<file path="src/hw/rtl/tpm_pkg.sv">
// Shared widths, types and coefficient tables of the true-peak meter.
// No dependencies; used by the interfaces, the cells, the reduce pipe and the top.
package tpm_pkg;

   localparam int SAMPLE_WIDTH    = 24;
   localparam int TAP_COUNT       = 7;
   localparam int CENTER_TAP      = 3;
   localparam int PHASE_COUNT     = 4;
   localparam int COEF_FRAC_BITS  = 17;
   localparam int TABLE_FRAC_BITS = 24;
   localparam int ROUND_SHIFT     = TABLE_FRAC_BITS - COEF_FRAC_BITS;
   localparam int COEF_WIDTH      = COEF_FRAC_BITS + 1;
   localparam int PROD_WIDTH      = SAMPLE_WIDTH + COEF_WIDTH;
   localparam int SUM_WIDTH       = PROD_WIDTH + $clog2(TAP_COUNT);
   localparam int PAIR_COUNT      = (TAP_COUNT + 1) / 2;
   localparam int PIPE_STAGES     = 6;

   typedef logic signed [SAMPLE_WIDTH-1:0] sample_type;
   typedef logic        [SAMPLE_WIDTH-1:0] peak_type;
   typedef logic signed [COEF_WIDTH-1:0]   coef_type;
   typedef logic signed [PROD_WIDTH-1:0]   prod_type;
   typedef logic signed [SUM_WIDTH-1:0]    sum_type;

   localparam sum_type SUM_HALF   = sum_type'(64'sd1 <<< (COEF_FRAC_BITS - 1));
   localparam sum_type PEAK_LIMIT = sum_type'(peak_type'('1));

   // Q1.24 tables
   localparam int TABLE_A [TAP_COUNT] = '{
      569862, -2126314, 9663647, 11059747, -3260706, 1313006, -432984
   };
   localparam int TABLE_B [TAP_COUNT] = '{
      362658, -1264971, 4451736, 15236589, -2687305, 998070, -316474
   };

   function automatic coef_type coef_of(input int phase, input int tap);
      int q;
      int rev;
      rev = TAP_COUNT - 1 - tap;
      case (phase)
         0:       q = TABLE_A[tap];
         1:       q = TABLE_B[tap];
         2:       q = TABLE_B[rev];
         default: q = TABLE_A[rev];
      endcase
      return coef_type'((q + ((1 << ROUND_SHIFT) >> 1)) >>> ROUND_SHIFT);
   endfunction

endpackage

</file>
<file path="src/hw/rtl/tpm_tap_cell.sv">
// One delay-line cell: holds one tap, passes it to its older neighbor,
// and registers its product with each of the four phase coefficients. Depends on tpm_pkg.
module tpm_tap_cell (
   input  logic              clock,
   input  logic              reset,
   input  logic              shift_en,
   input  logic              advance,
   input  tpm_pkg::sample_type sample_i,
   input  tpm_pkg::coef_type coef_i [tpm_pkg::PHASE_COUNT],
   output tpm_pkg::sample_type sample_o,
   output tpm_pkg::prod_type prod_o [tpm_pkg::PHASE_COUNT]
);
   import tpm_pkg::*;

   sample_type tap_ff;
   sample_type tap_in;
   prod_type   prod_ff [PHASE_COUNT];
   prod_type   prod_in [PHASE_COUNT];

   always_comb begin
      tap_in = shift_en ? sample_i : tap_ff;
      for (int p = 0; p < PHASE_COUNT; p++) begin
         prod_in[p] = advance ? prod_type'(tap_ff) * prod_type'(coef_i[p]) : prod_ff[p];
      end
   end

   always_ff @(posedge clock) begin
      if (reset) begin
         tap_ff <= '0;
      end else begin
         tap_ff <= tap_in;
      end
   end

   always_ff @(posedge clock) begin
      prod_ff <= prod_in;
   end

   assign sample_o = tap_ff;
   assign prod_o   = prod_ff;
endmodule

</file>
<file path="config.mk">
export PLATFORM = sky130hd
export DESIGN_NAME = tpm_tap_cell
export DESIGN_NICKNAME = d
export VERILOG_FILES = /design/src/hw/rtl/tpm_pkg.sv /design/src/hw/rtl/tpm_tap_cell.sv
export SDC_FILE = /design/constraint.sdc
export NUM_CORES = 2
export LEC_CHECK = 0
export ABC_CLOCK_PERIOD_IN_PS = 10100
export BUFFER_PORTS_ARGS = -buffer_cell sky130_fd_sc_hd__buf_4
export CAP_MARGIN = 20
export CORE_UTILIZATION = 30
export DETAILED_ROUTE_END_ITERATION = 8
export PLACE_DENSITY = 0.43
export SYNTH_ARGS = -nofsm -noshare
export SYNTH_HDL_FRONTEND = slang
export SYNTH_SLANG_ARGS = --single-unit
</file>
<file path="constraint.sdc">
create_clock -name clock -period 10.1 [get_ports clock]
set_clock_uncertainty 0.15 [all_clocks]
set_input_delay 2.02 -clock clock [delete_from_list [all_inputs] [get_ports clock]]
set_output_delay 2.02 -clock clock [all_outputs]
set_load 0.005 [all_outputs]
</file>
---- Yosys cells after proc, flatten, opt, wreduce, memory -nomap -nowiden ----
Index checks and enable logic that the tools add are counted.
W data, S select, Z words.
storage, ports and cells
  output and inout port bits .............. 192
  register bits ........................... 192
  bits of input ports ..................... 100
  logic and storage cells ................. 9
operators by class
  $mul .................................... 4
operators with widths
  kind              number
  $mul A24 B18 Y42  4

---- Logic depth before layout (Yosys ltp) ----
  depth in word-level cells ............... 1
  depth in mapped cells ................... 27

---- Worst setup path after synthesis ----
No wires, ideal clock.
  path type ............................... input to register
  start point ............................. input coef_i[57] (netlist name)
  end point ............................... register prod_ff, in the netlist prod_o[166] (data pin)
  setup slack ............................. 1.943 ns
  arrival time ............................ 7.745 ns
  path buffers ............................ 1
  stages .................................. 24
  library setup time ...................... 0.262 ns
  cells stage by stage .................... clkbuf_1 > nand2_1 > fa_1 > inv_1 > fa_1 > inv_1 > fa_1 > inv_1 > fa_1 > fa_1 > inv_1 > fa_1 > inv_1 > ha_1 > a21o_1 > a21o_1 > a21o_1 > a21o_1 > a21oi_1 > o21ai_1 > a211o_1 > a2111oi_0 > o21bai_1 > xor2_1
between the ends
  word-level cells in the longest chain between the ends .. 1
RTL lines
  element               line                RTL
  from (decl)           tpm_tap_cell.sv:9   input tpm_pkg::coef_type coef_i [tpm_pkg::PHASE_COUNT],
  $mul A24 B18 Y42      tpm_tap_cell.sv:23  prod_in[p] = advance ? prod_type'(tap_ff) * prod_type'(coef_i[p]) : prod_ff[p];
  to (signal assigned)  tpm_tap_cell.sv:36  prod_ff <= prod_in;
  to (decl)             tpm_tap_cell.sv:17  prod_type prod_ff [PHASE_COUNT];
Every way passes these cells.
A chain may end at the register's enable or synchronous reset.

---- Worst setup path after layout ----
  start point ............................. input coef_i[3] (netlist name)
  end point ............................... register prod_ff, in the netlist prod_o[30] (data pin)
Same word-level chain as after synthesis.

==> impl_metrics.toml <==
[run_status]
status = "complete, no violations"

[floorplanning]
start_util_pct = 30.18
core_region_area_um2 = 222100
std_cell_rows = 173
dieArea_um2 = 225300
die_w_um = 474.7
die_h_um = 474.7
ioPinCount = 292

[clocking]
cts_tree = "built"
hold_buffers = 0
cts_setup_buffers = 0
clk_latency_ns = 0.60
clk_pin_slew_ns = 0.10
cts_made_buffers = 17
cts-root-buf = "clkbuf_16"
clkSinkCount = 192
clock_path_buffers = 2
post_cts_resized = 0
htreeDepth = 4

[synthesis]
synth.avg_cell_area_um2 = 9.337
async_flop_share_pct = 0
synth-edff-count = 168
ys_top_cells_by_area = "fa_1 51%, inv_1 11%, ha_1 7.8%, edfxtp_1 7.5%, nand2_1 6.2%"
synth_cell_types = 68
synthFlopType = "edfxtp_1"
ys_ff_latch = 192
synth_cells = 7178
syn-num-nets = 9398
yosys.area.top_type = "fa_1"
yosys.area.top_type_share_pct = 50.78
yosys_warnings = 0
syn_area_um2 = 67020
seq_area_frac_synth_pct = 8.244

[sta]
hold_ws_ns = 0.5343
max_freq_mhz = 119.3
setup_viol = 0
slew_viol_final = 0
hold_viol = 0
slew-limit-headroom_pct = 29.93
post-route-period-util_pct = 82.99
rsz0062_at_grt = "false"
fin_tns_setup_ns = 0
worstMarginPinSlew_ns = 1.051
layout_min_cycle_time_ns = 8.382

[power_and_ir_drop]
vdd_drop_max_mv = 0.3042
p_leak_uw = 0.03597
p_per_area_nw_per_um2 = 243.6

[detailed_routing]
dr.pass1.iters = 5
drt_iter0_drc = 2229
via_count = 45880
drt_wl_total_um = 185400
vias_per_cell = 4.500
antenna_left = 0
remaining_drc_errors = 0
wire_per_inst_um = 18.19

[critical_path]
end_kind = "flip-flop"
crit_chain = "buf_4 -> nand2_1 -> fa_1 -> fa_1 -> fa_1 -> fa_1 -> inv_1 -> fa_1 -> inv_1 -> fa_1 -> inv_1 -> ha_1 -> nand2_1 -> nor4_1 -> o31ai_1 -> a21boi_0 -> a21oi_1 -> o21ai_0 -> a211oi_1 -> o21bai_1 -> a21oi_1 -> xnor2_1"
required_ns = 10.30
crit_slowest_cell = "a21boi_0"
critPathBufInv = 4
max_stage_delay_ns = 0.64
startpoint_type = "input port"
crit_path_frequent_cell = "fa_1"
cpLargestDelayFamily = "adder cells"
cp_max_fo = 24
worstPathArrival_ns = 8.58
worstSetupPathType = "input port to flip-flop"

[final_layout]
multiInputGateArea_um2 = 52870
layout_common_cells = "1,949 x inv_1, 1,700 x fa_1, 1,102 x nand2_1"
final_common_cell = "inv_1"
fillers = 23400
finalNonFillerCells = 10200
ff_latch_area_um2 = 5595
fin_area_um2 = 72840
layout-drive-gt1-share_pct = 5.894
syn2layout_area_growth_pct = 8.684
num-nets-final = 9418
post-route-util_pct = 32.80

[global_route]
grt_pass1_vias = 51660
grt_use_total_pct = 17.43
grt_overflow = 0
grt_start_max_net_pins = 103
antenna_found_initial = 19
grt_pass1_wl_um = 298300

[place]
place.gp.congestion = 0.8117
hpwlAfterDp_um = 149200
placed_cell_area_um2 = 72240
placedCellCount = 10150
portBuffers = 291

[hold_path]
hp-class = "flip-flop to flip-flop"

[run]
cap_viol_max_count = 0
-- sequential cells by signal, indices dropped and copies added (netlist names) --
name and flops:
prod_o 168, sample_o 24
-- worst reg2reg max path, cell delays in order, from the launching register on --
cell and delay (ns):
dfxtp_4 0.82, buf_4 0.56, and2_1 0.23, fa_1 0.41, inv_1 0.08, fa_1 0.44, fa_1 0.51, inv_1 0.05
fa_1 0.49, fa_1 0.49, inv_1 0.05, fa_1 0.48, inv_1 0.05, ha_1 0.35, nand2_1 0.09, nor4_1 0.27
o31ai_1 0.13, a21boi_0 0.64, a21oi_1 0.46, o21ai_0 0.47, a211oi_1 0.13, o21bai_1 0.15, a21oi_1 0.10, xnor2_1 0.14
-- worst paths after layout --
kind / start / to / slack (ns) / cells past startpoint
worst min-delay path: sample_o[22]$_SDFFE_PP0P_ / sample_o[22]$_SDFFE_PP0P_ / 0.53 / 2
worst min register to register: sample_o[22]$_SDFFE_PP0P_ / sample_o[22]$_SDFFE_PP0P_ / 0.53 / 2
worst max register to register: sample_o[7]$_SDFFE_PP0P_ / prod_o[30]$_DFFE_PP_ / 2.11 / 23
worst max-delay path: coef_i[3] / prod_o[30]$_DFFE_PP_ / 1.72 / 22
-- synthesized netlist by cell type, types with 5 or more instances --
| cell | number |
|---|---|
| nand3_1 | 19 |
| a21oi_2 | 6 |
| and2_1 | 599 |
| o21ai_1 | 7 |
| ha_1 | 420 |
| clkbuf_1 | 341 |
| buf_1 | 5 |
| inv_1 | 1949 |
| o21bai_1 | 22 |
| dfxtp_1 | 24 |
| a21boi_0 | 8 |
| o21ai_0 | 63 |
| o211ai_1 | 7 |
| nand2b_1 | 36 |
| o21a_1 | 19 |
| mux2i_1 | 24 |
| a211o_1 | 5 |
| a211oi_1 | 12 |
| fa_1 | 1700 |
| nor2_1 | 138 |
| and3_1 | 15 |
| nand2_1 | 1102 |
| nor3_1 | 15 |
| xnor2_1 | 118 |
| xor2_1 | 48 |
| and4_1 | 5 |
| o31ai_1 | 5 |
| nor2b_1 | 41 |
| a21o_1 | 66 |
| edfxtp_1 | 168 |
| a21oi_1 | 114 |
| nand4_1 | 10 |
-- area by class of cell --
class	instances	share of cell area (%)
diodes	9	0.03092
inverters	1952	10.06
well taps	2975	5.110
clock buffers	18	0.5892
clock inverters	14	0.2027
multi-input cells	4687	72.58
repair buffers	348	3.751
flip-flops and latches	192	7.681
-- power breakdown --
group	switching (uW)	total [uW]	leakage (uW)	internal [uW]
Clock	463	793	0.000282	330
Combinational	8580	14900	0.0338	6280
Sequential	208	2090	0.00187	1880
-- per-layer routing --
layer | vias to the layer above | share of wire (%) | track usage, % | wire length (um)
met5 | - | 0.025 | 0 | 46
met4 | 8 | 2.0 | 4.361 | 3623
met3 | 126 | 4.6 | 2.704 | 8507
met2 | 843 | 49 | 29.82 | 91400
met1 | 24340 | 44 | 22.87 | 81870
li1 | 20560 | - | - | -
-- through the flow --
step	setup slack [ns]	total power, uW
floorplan	1.943	12760
global placement	1.245	17220
detailed placement	1.119	17250
CTS	1.806	18220
global route	1.362	20160
finish	1.718	17750
-- kinds of logic after synthesis --
kind of cell,share of synthesized area (%)
simple gates,13.98
buf+inv,12.88
xor+xnor,2.169
mux,0.3752
flops,8.244
compound gates,3.732
fa+ha+maj,58.62
Note: power is estimated with default switching activity, not from simulation.
