[config.mk]
export PLATFORM = sky130hd
export DESIGN_NAME = tpm_peak_reduce
export DESIGN_NICKNAME = d
export VERILOG_FILES = /design/src/hw/rtl/tpm_pkg.sv /design/src/hw/rtl/tpm_peak_reduce.sv
export SDC_FILE = /design/constraint.sdc
export NUM_CORES = 2
export LEC_CHECK = 0
export BUFFER_PORTS_ARGS = -buffer_cell sky130_fd_sc_hd__buf_2
export CORE_AREA = 3 3 482 484
export DETAILED_ROUTE_END_ITERATION = 10
export DIE_AREA = 0 0 485 487
export HOLD_SLACK_MARGIN = 0.15
export PLACE_DENSITY = 0.59
export SLEW_MARGIN = 15
export SYNTH_ARGS = -nofsm -noshare
export SYNTH_HDL_FRONTEND = slang
export SYNTH_SLANG_ARGS = --single-unit
[constraint.sdc]
create_clock -name clock -period 10.1 [get_ports clock]
set_input_delay 0.505 -clock clock [delete_from_list [all_inputs] [get_ports clock]]
set_output_delay 0.505 -clock clock [all_outputs]
set_load 0.01 [all_outputs]
[src/hw/rtl/tpm_pkg.sv]
// Shared widths, types and coefficient tables of the true-peak meter.
// No dependencies; used by the interfaces, the cells, the reduce pipe and the top.
package tpm_pkg;

   localparam int SAMPLE_WIDTH    = 24;
   localparam int TAP_COUNT       = 7;
   localparam int CENTER_TAP      = 3;
   localparam int PHASE_COUNT     = 4;
   localparam int COEF_FRAC_BITS  = 17;
   localparam int TABLE_FRAC_BITS = 24;
   localparam int ROUND_SHIFT     = TABLE_FRAC_BITS - COEF_FRAC_BITS;
   localparam int COEF_WIDTH      = COEF_FRAC_BITS + 1;
   localparam int PROD_WIDTH      = SAMPLE_WIDTH + COEF_WIDTH;
   localparam int SUM_WIDTH       = PROD_WIDTH + $clog2(TAP_COUNT);
   localparam int PAIR_COUNT      = (TAP_COUNT + 1) / 2;
   localparam int PIPE_STAGES     = 6;

   typedef logic signed [SAMPLE_WIDTH-1:0] sample_type;
   typedef logic        [SAMPLE_WIDTH-1:0] peak_type;
   typedef logic signed [COEF_WIDTH-1:0]   coef_type;
   typedef logic signed [PROD_WIDTH-1:0]   prod_type;
   typedef logic signed [SUM_WIDTH-1:0]    sum_type;

   localparam sum_type SUM_HALF   = sum_type'(64'sd1 <<< (COEF_FRAC_BITS - 1));
   localparam sum_type PEAK_LIMIT = sum_type'(peak_type'('1));

   // Q1.24 tables
   localparam int TABLE_A [TAP_COUNT] = '{
      569862, -2126314, 9663647, 11059747, -3260706, 1313006, -432984
   };
   localparam int TABLE_B [TAP_COUNT] = '{
      362658, -1264971, 4451736, 15236589, -2687305, 998070, -316474
   };

   function automatic coef_type coef_of(input int phase, input int tap);
      int q;
      int rev;
      rev = TAP_COUNT - 1 - tap;
      case (phase)
         0:       q = TABLE_A[tap];
         1:       q = TABLE_B[tap];
         2:       q = TABLE_B[rev];
         default: q = TABLE_A[rev];
      endcase
      return coef_type'((q + ((1 << ROUND_SHIFT) >> 1)) >>> ROUND_SHIFT);
   endfunction

endpackage

[src/hw/rtl/tpm_peak_reduce.sv]
// Reduce pipe: sums the cell products per phase, rounds to sample scale,
// takes magnitudes, saturates and picks the largest with the center tap. Depends on tpm_pkg.
module tpm_peak_reduce (
   input  logic                clock,
   input  logic                advance,
   input  tpm_pkg::sample_type center_i,
   input  tpm_pkg::prod_type   prod_i [tpm_pkg::TAP_COUNT][tpm_pkg::PHASE_COUNT],
   output tpm_pkg::peak_type   peak_o
);
   import tpm_pkg::*;

   peak_type c1_ff, c1_in, c2_ff, c3_ff, c4_ff;
   sum_type  pair_ff  [PHASE_COUNT][PAIR_COUNT];
   sum_type  pair_in  [PHASE_COUNT][PAIR_COUNT];
   sum_type  total_ff [PHASE_COUNT];
   sum_type  total_in [PHASE_COUNT];
   peak_type mag_ff   [PHASE_COUNT];
   peak_type mag_in   [PHASE_COUNT];
   peak_type peak_ff, peak_in;
   sum_type  rnd;
   sum_type  mag;

   always_comb begin
      c1_in = center_i[SAMPLE_WIDTH-1] ? peak_type'(~center_i + 1'b1) : peak_type'(center_i);
      for (int p = 0; p < PHASE_COUNT; p++) begin
         for (int j = 0; j < PAIR_COUNT; j++) begin
            pair_in[p][j] = sum_type'(prod_i[2*j][p]);
            if (2*j + 1 < TAP_COUNT) begin
               pair_in[p][j] = pair_in[p][j] + sum_type'(prod_i[(2*j + 1) % TAP_COUNT][p]);
            end
         end
      end
   end

   always_comb begin
      for (int p = 0; p < PHASE_COUNT; p++) begin
         total_in[p] = '0;
         for (int j = 0; j < PAIR_COUNT; j++) begin
            total_in[p] = total_in[p] + pair_ff[p][j];
         end
      end
   end

   always_comb begin
      rnd = '0;
      mag = '0;
      for (int p = 0; p < PHASE_COUNT; p++) begin
         rnd = (total_ff[p] + SUM_HALF) >>> COEF_FRAC_BITS;
         mag = rnd[SUM_WIDTH-1] ? -rnd : rnd;
         mag_in[p] = (mag > PEAK_LIMIT) ? '1 : peak_type'(mag);
      end
   end

   always_comb begin
      peak_in = c4_ff;
      for (int p = 0; p < PHASE_COUNT; p++) begin
         if (mag_ff[p] > peak_in) begin
            peak_in = mag_ff[p];
         end
      end
   end

   always_ff @(posedge clock) begin
      if (advance) begin
         c1_ff    <= c1_in;
         pair_ff  <= pair_in;
         c2_ff    <= c1_ff;
         total_ff <= total_in;
         c3_ff    <= c2_ff;
         mag_ff   <= mag_in;
         c4_ff    <= c3_ff;
         peak_ff  <= peak_in;
      end
   end

   assign peak_o = peak_ff;
endmodule

[Word level (Yosys, flattened, before mapping)]
Index checks and enable logic that the tools add are counted.
Word-level totals
  register bits after elaboration: 1104
  bits of input ports: 1202
  logic and storage cells: 81
Cells by class
  add/subtract/negate cells: 33
  order comparisons: 8
  mux-type cells: 9
  bitwise gates (word level): 1
Operator list (count)
  42-bit by 42-bit adder with 43-bit output: 12
  45-bit adder: 8
  45-bit by 18-bit adder with 45-bit output (second input constant): 4
  45-bit by 42-bit adder with 45-bit output: 4
  45-bit by 25-bit greater-than comparator with 1-bit output (second input constant): 4
  45-bit 2-to-1 mux: 4
  28-bit negator with 45-bit output: 4
  24-bit greater-than comparator: 4
  24-bit 2-to-1 mux: 4
  24-bit by 1-bit adder with 24-bit output (second input constant): 1
  24-bit inverter: 1
  23-bit 2-to-1 mux: 1

[Depth between registers and ports, before layout]
  depth in word-level cells: 8
  gate-level depth with buffers: 51

[Least setup slack after synthesis]
OpenSTA, ideal clock, no wires.
  path kind: reg-to-reg
  start point: register c4_ff[10]
  end point: register peak_ff[10], in the netlist peak_o[10], data pin
  arrival: 8.407 ns
  data required time: 9.830 ns
  slack: 1.423 ns
  cell stages (with the launch flop): 51
  buffers on the path: 7
  period minus slack after synthesis: 8.677 ns
  path through: edfxtp_1 inv_1 ha_1 nand2_1 o21ai_0 a221oi_1 o21ai_1 o21ai_1 buf_4 buf_1 mux2i_1 ha_1 a21oi_1 o21ai_0 a221oi_1 o21ai_0 a311oi_1 mux2i_1 [15 not listed] and2_4 buf_6 buf_2 a21oi_1 ha_1 a21o_1 a21o_1 a21o_1 a21oi_1 nor2b_1 o21ai_0 nand2b_1 a221oi_1 a31oi_1 clkbuf_1 clkbuf_1 nand2_1 o311ai_1
On the way
  cells in the longest elaborated chain, start to end: 8
RTL lines
  from (decl): RTL line tpm_peak_reduce.sv:12  | peak_type c1_ff, c1_in, c2_ff, c3_ff, c4_ff;
  from (signal assigned): RTL line tpm_peak_reduce.sv:71  | c4_ff <= c3_ff;
  24-bit greater-than comparator: RTL line tpm_peak_reduce.sv:57  | if (mag_ff[p] > peak_in) begin
  24-bit 2-to-1 mux (*): RTL line tpm_peak_reduce.sv:57
  24-bit greater-than comparator: RTL line tpm_peak_reduce.sv:57
  24-bit 2-to-1 mux (*): RTL line tpm_peak_reduce.sv:57
  24-bit greater-than comparator: RTL line tpm_peak_reduce.sv:57
  24-bit 2-to-1 mux (*): RTL line tpm_peak_reduce.sv:57
  24-bit greater-than comparator: RTL line tpm_peak_reduce.sv:57
  24-bit 2-to-1 mux (*): RTL line tpm_peak_reduce.sv:57
  via peak_in[10]: RTL line tpm_peak_reduce.sv:19  | peak_type peak_ff, peak_in;
  to (signal assigned): RTL line tpm_peak_reduce.sv:72  | peak_ff <= peak_in;
  to (decl): RTL line tpm_peak_reduce.sv:19
Mark *: on every way through the listed nets, which the timed path passes. The rest lies on a longest branch.
A chain may end at the register's enable or synchronous reset.

[Worst setup path after layout]
  start point: register mag_ff[94] (netlist name)
  end point: register peak_ff[19], in the netlist peak_o[19], data pin
On the way
  cells in the longest elaborated chain, start to end: 8
RTL lines
  from (decl): RTL line tpm_peak_reduce.sv:17  | peak_type mag_ff [PHASE_COUNT];
  from (signal assigned): RTL line tpm_peak_reduce.sv:70  | mag_ff <= mag_in;
  24-bit greater-than comparator: RTL line tpm_peak_reduce.sv:57
  24-bit 2-to-1 mux (*): RTL line tpm_peak_reduce.sv:57
  24-bit greater-than comparator: RTL line tpm_peak_reduce.sv:57
  24-bit 2-to-1 mux (*): RTL line tpm_peak_reduce.sv:57
  24-bit greater-than comparator: RTL line tpm_peak_reduce.sv:57
  24-bit 2-to-1 mux (*): RTL line tpm_peak_reduce.sv:57
  24-bit greater-than comparator: RTL line tpm_peak_reduce.sv:57
  24-bit 2-to-1 mux (*): RTL line tpm_peak_reduce.sv:57
  via peak_in[19]: RTL line tpm_peak_reduce.sv:19
Marked as above.

==> results.tsv <==
stage	metric	value	unit
critical_path	Worst EP required	10.66	ns
critical_path	delay of the slowest critical-path stage	0.43	ns
detailed_routing	vias per inst	5.29	
place	input/output buffers	1225	
clocking	Clock H-tree levels	4	
critical_path	Worst path most repeated cell	a21oi_1	
logic_synthesis	sequential fraction of the synthesis area	39.8	%
floorplanning	Die ar.	236000	µm²
timing	RSZ-0062 raised after global routing	no	
global_route	GRT Overall Usage	22.6	%
detailed_routing	Post-DRT Antenna Nets	0	
critical_path	arrival time of the worst setup path	9.96	ns
run_status	status	finished, final reports clean	
global_route	largest net degree at the start of global routing	177	
floorplanning	Die X	485	µm
timing	Relative slew margins	20.2	%
detailed_routing	routed wire length	274000	µm
clocking	CTS Root Cell	clkbuf_16	
logic_synthesis	Synthesis Warnings	0	
logic_synthesis	synthesized area per cell	11.0	µm²
logic_synthesis	cell with the most instances after synthesis	edfxtp_1	
timing	Tightest Pin Transition	1.20	ns
timing	Setup-failing EPs final	0	
final_layout	final net count	10900	
critical_path	CP Class	reg2reg	
global_route	grt ovf	0	
logic_synthesis	register bit total from synthesis	1016	
logic_synthesis	mapped cell area	76700	µm²
run	Max-cap violations	0	
critical_path	CP startpoint kind	flip-flop	
critical_path	setup slack, reg-to-reg	0.69	ns
timing	setup TNS	0	ns
detailed_routing	wire per inst	23.3	µm
global_route	first-pass GRT wire length	401000	µm
detailed_routing	Residual DRC	0	
timing	Final period util	93.1	%
floorplanning	Core ar.	228000	µm²
clocking	total CTS buffers	132	
logic_synthesis	Post-synth EDFFs	1016	
logic_synthesis	most instantiated cells after synthesis	1016 x edfxtp_1, 775 x ha_1, 613 x a21oi_1	
logic_synthesis	Synth Net Count	9331	
clocking	CTS tree	done	
final_layout	share of cells above drive strength 1	17.7	%
global_route	initial antenna violation count	69	
timing	min Tclk post-route	9.41	ns
clocking	clock latency on the worst-skew pair	0.78	ns
clocking	Sink Count	1016	
timing	Final Hold Viols	0	
timing	Max Clk Rate	106	MHz
power_and_ir_drop	P_leak	38.7	nW
logic_synthesis	Synth area leaders	edfxtp_1 40%, ha_1 13%, fa_1 9.3%	
place	hpwl dp	228000	µm
logic_synthesis	Gate Count Post-Synth	6998	
detailed_routing	DRT iter0 DRCs	4164	
power_and_ir_drop	PD cells	249	nW/µm²
critical_path	Max Fanout on Critical Path	47	
logic_synthesis	area share of the largest cell type after synthesis	39.8	%
timing	Max Slew Vio Count	0	
global_route	vias in the first global route	62700	
detailed_routing	vias post-DR	62000	
logic_synthesis	ys flop type	edfxtp_1	
floorplanning	# rows	175	
critical_path	crit end category	flip-flop	
floorplanning	Initial Util	33.7	%
logic_synthesis	Synth cell types	98	
place	Post-DP Area	86500	µm²
logic_synthesis	Async SR Flop Fraction	0	%
final_layout	Layout area overhead	22.2	%
power_and_ir_drop	Max VDD drop	0.450	mV
floorplanning	# IOs	1226	
critical_path	Crit-path slowest cell	nor4_4	
final_layout	final instance area	93800	µm²
clocking	Reg clk slew, reported paths	0.06	ns
timing	clock skew	0.0423	ns
min_path	Hold WC Path Type	in2reg	
floorplanning	Die Ht	487	µm
place	GP Congestion	0.957	
clocking	buffer depth of the longest clock path	3	
detailed_routing	First-pass DRT Iterations	6	
logic_synthesis	leading area contributor after synthesis	edfxtp_1	
-- state kept, by name, summed over array words and instances (netlist names) --
signal    cells
c1_ff        24
c2_ff        24
c3_ff        24
c4_ff        24
mag_ff       96
pair_ff     684
peak_o       24
total_ff    116
-- timing repair --
| action | 4_1_cts | 5_1_grt |
|---|---|---|
| hold buffers | 289 | 0 |
| endpoints found under the hold margin | 255 | 0 |
| gates cloned | 0 | 1 |
| gates resized for setup | 2 | 27 |
| setup endpoints to repair | 19 | 24 |
| buffers inserted | 0 | 9 |
| pin swaps | 1 | 2 |
-- critical path: cells and delay by family (launching register included) --
| kind | cells | cell delay [ns] |
|---|---|---|
| AO/OA/AOI/OAI | 23 | 4.31 |
| adder cells (fa/ha/maj) | 4 | 1.22 |
| buffers and inverters | 5 | 1.07 |
| flip-flops | 1 | 0.41 |
| multiplexers | 2 | 0.45 |
| AND/OR/NAND/NOR | 12 | 1.72 |
-- cell type report --
type / count / area [µm²]
clock inverter: 69 / 666
multi-input combinational: 5640 / 45000
antenna: 28 / 70.1
sequential: 1016 / 30500
tap: 3009 / 3760
fill: 22000 / 134000
timing repair buffer: 1544 / 9340
inverter: 256 / 965
clock buffer: 162 / 3480
-- where the power goes --
group | leakage, nW | switching (mW) | internal, mW
combinational | 26.9 | 6.74 | 5.03
clock | 2.01 | 1.91 | 2.69
sequential | 9.76 | 0.845 | 6.16
-- final timing paths --
kind,startpoint,end,cells after the start
max,mag_ff[94],peak_o[19],46
max reg2reg,mag_ff[94],peak_o[19],46
min,prod_i[552],pair_ff[276],3
min reg2reg,c2_ff[13],c3_ff[13],0
-- per-layer routing --
metal / GRT usage [%] / wire, µm
met4: 7.08 / 9280
met2: 38.5 / 130000
met3: 3.85 / 15800
met5: 0 / 243
met1: 29.1 / 118000
-- cells by family (layout without fill, tap and decap cells) --
kind of cell | Yosys count | count (layout) | share of synthesized area [%]
flops | 1016 | 1016 | 39.8
compound gates | 1952 | 1952 | 16.3
simple gates | 1764 | 1765 | 11.2
other cells | 0 | 28 | 0
buf+inv | 343 | 2031 | 1.76
mux | 41 | 41 | 0.554
xor+xnor | 751 | 751 | 8.57
fa+ha+maj | 1131 | 1131 | 21.9
-- per-stage QoR --
| stage | utilization, % | hold WS, ns | instances | setup slack [ns] | total power, mW |
|---|---|---|---|---|---|
| 4_1_cts | 41.1 | 0.150 | 11700 | 0.0185 | 23.4 |
| 5_1_grt | 41.2 | 0.191 | 11700 | 0.0385 | 25.3 |
| 3_3_place_gp | 38.0 | 0.402 | 11200 | -0.0778 | 18.4 |
| 3_5_place_dp | 38.0 | 0.405 | 11200 | -0.238 | 18.5 |
| 2_1_floorplan | - | 0.400 | 6998 | 1.42 | 15.0 |
| 6_report | 41.2 | 0.236 | 11700 | 0.694 | 23.4 |
-- placed cells by master, fill, tap and decap left out, types with 75 or more instances in the layout --
cell type      synthesis  final
inv_1                255    255
buf_2                 26   1224
a21o_1               298    298
nor2_1               413    413
ha_1                 775    775
xnor2_1              519    519
a21oi_1              613    613
nand2_1              477    477
nand3_1              163    163
fa_1                 356    356
nor2b_1               75     75
nand2b_1             115    115
o21a_1               137    137
nor3_1               147    146
clkbuf_16              0    135
o21ai_0              358    351
and3_1                79     79
edfxtp_1            1016   1016
dlygate4sd3_1          0    289
nand4_1              104    104
xor2_1               232    232
No activity file was read; power rests on OpenSTA's default activity.
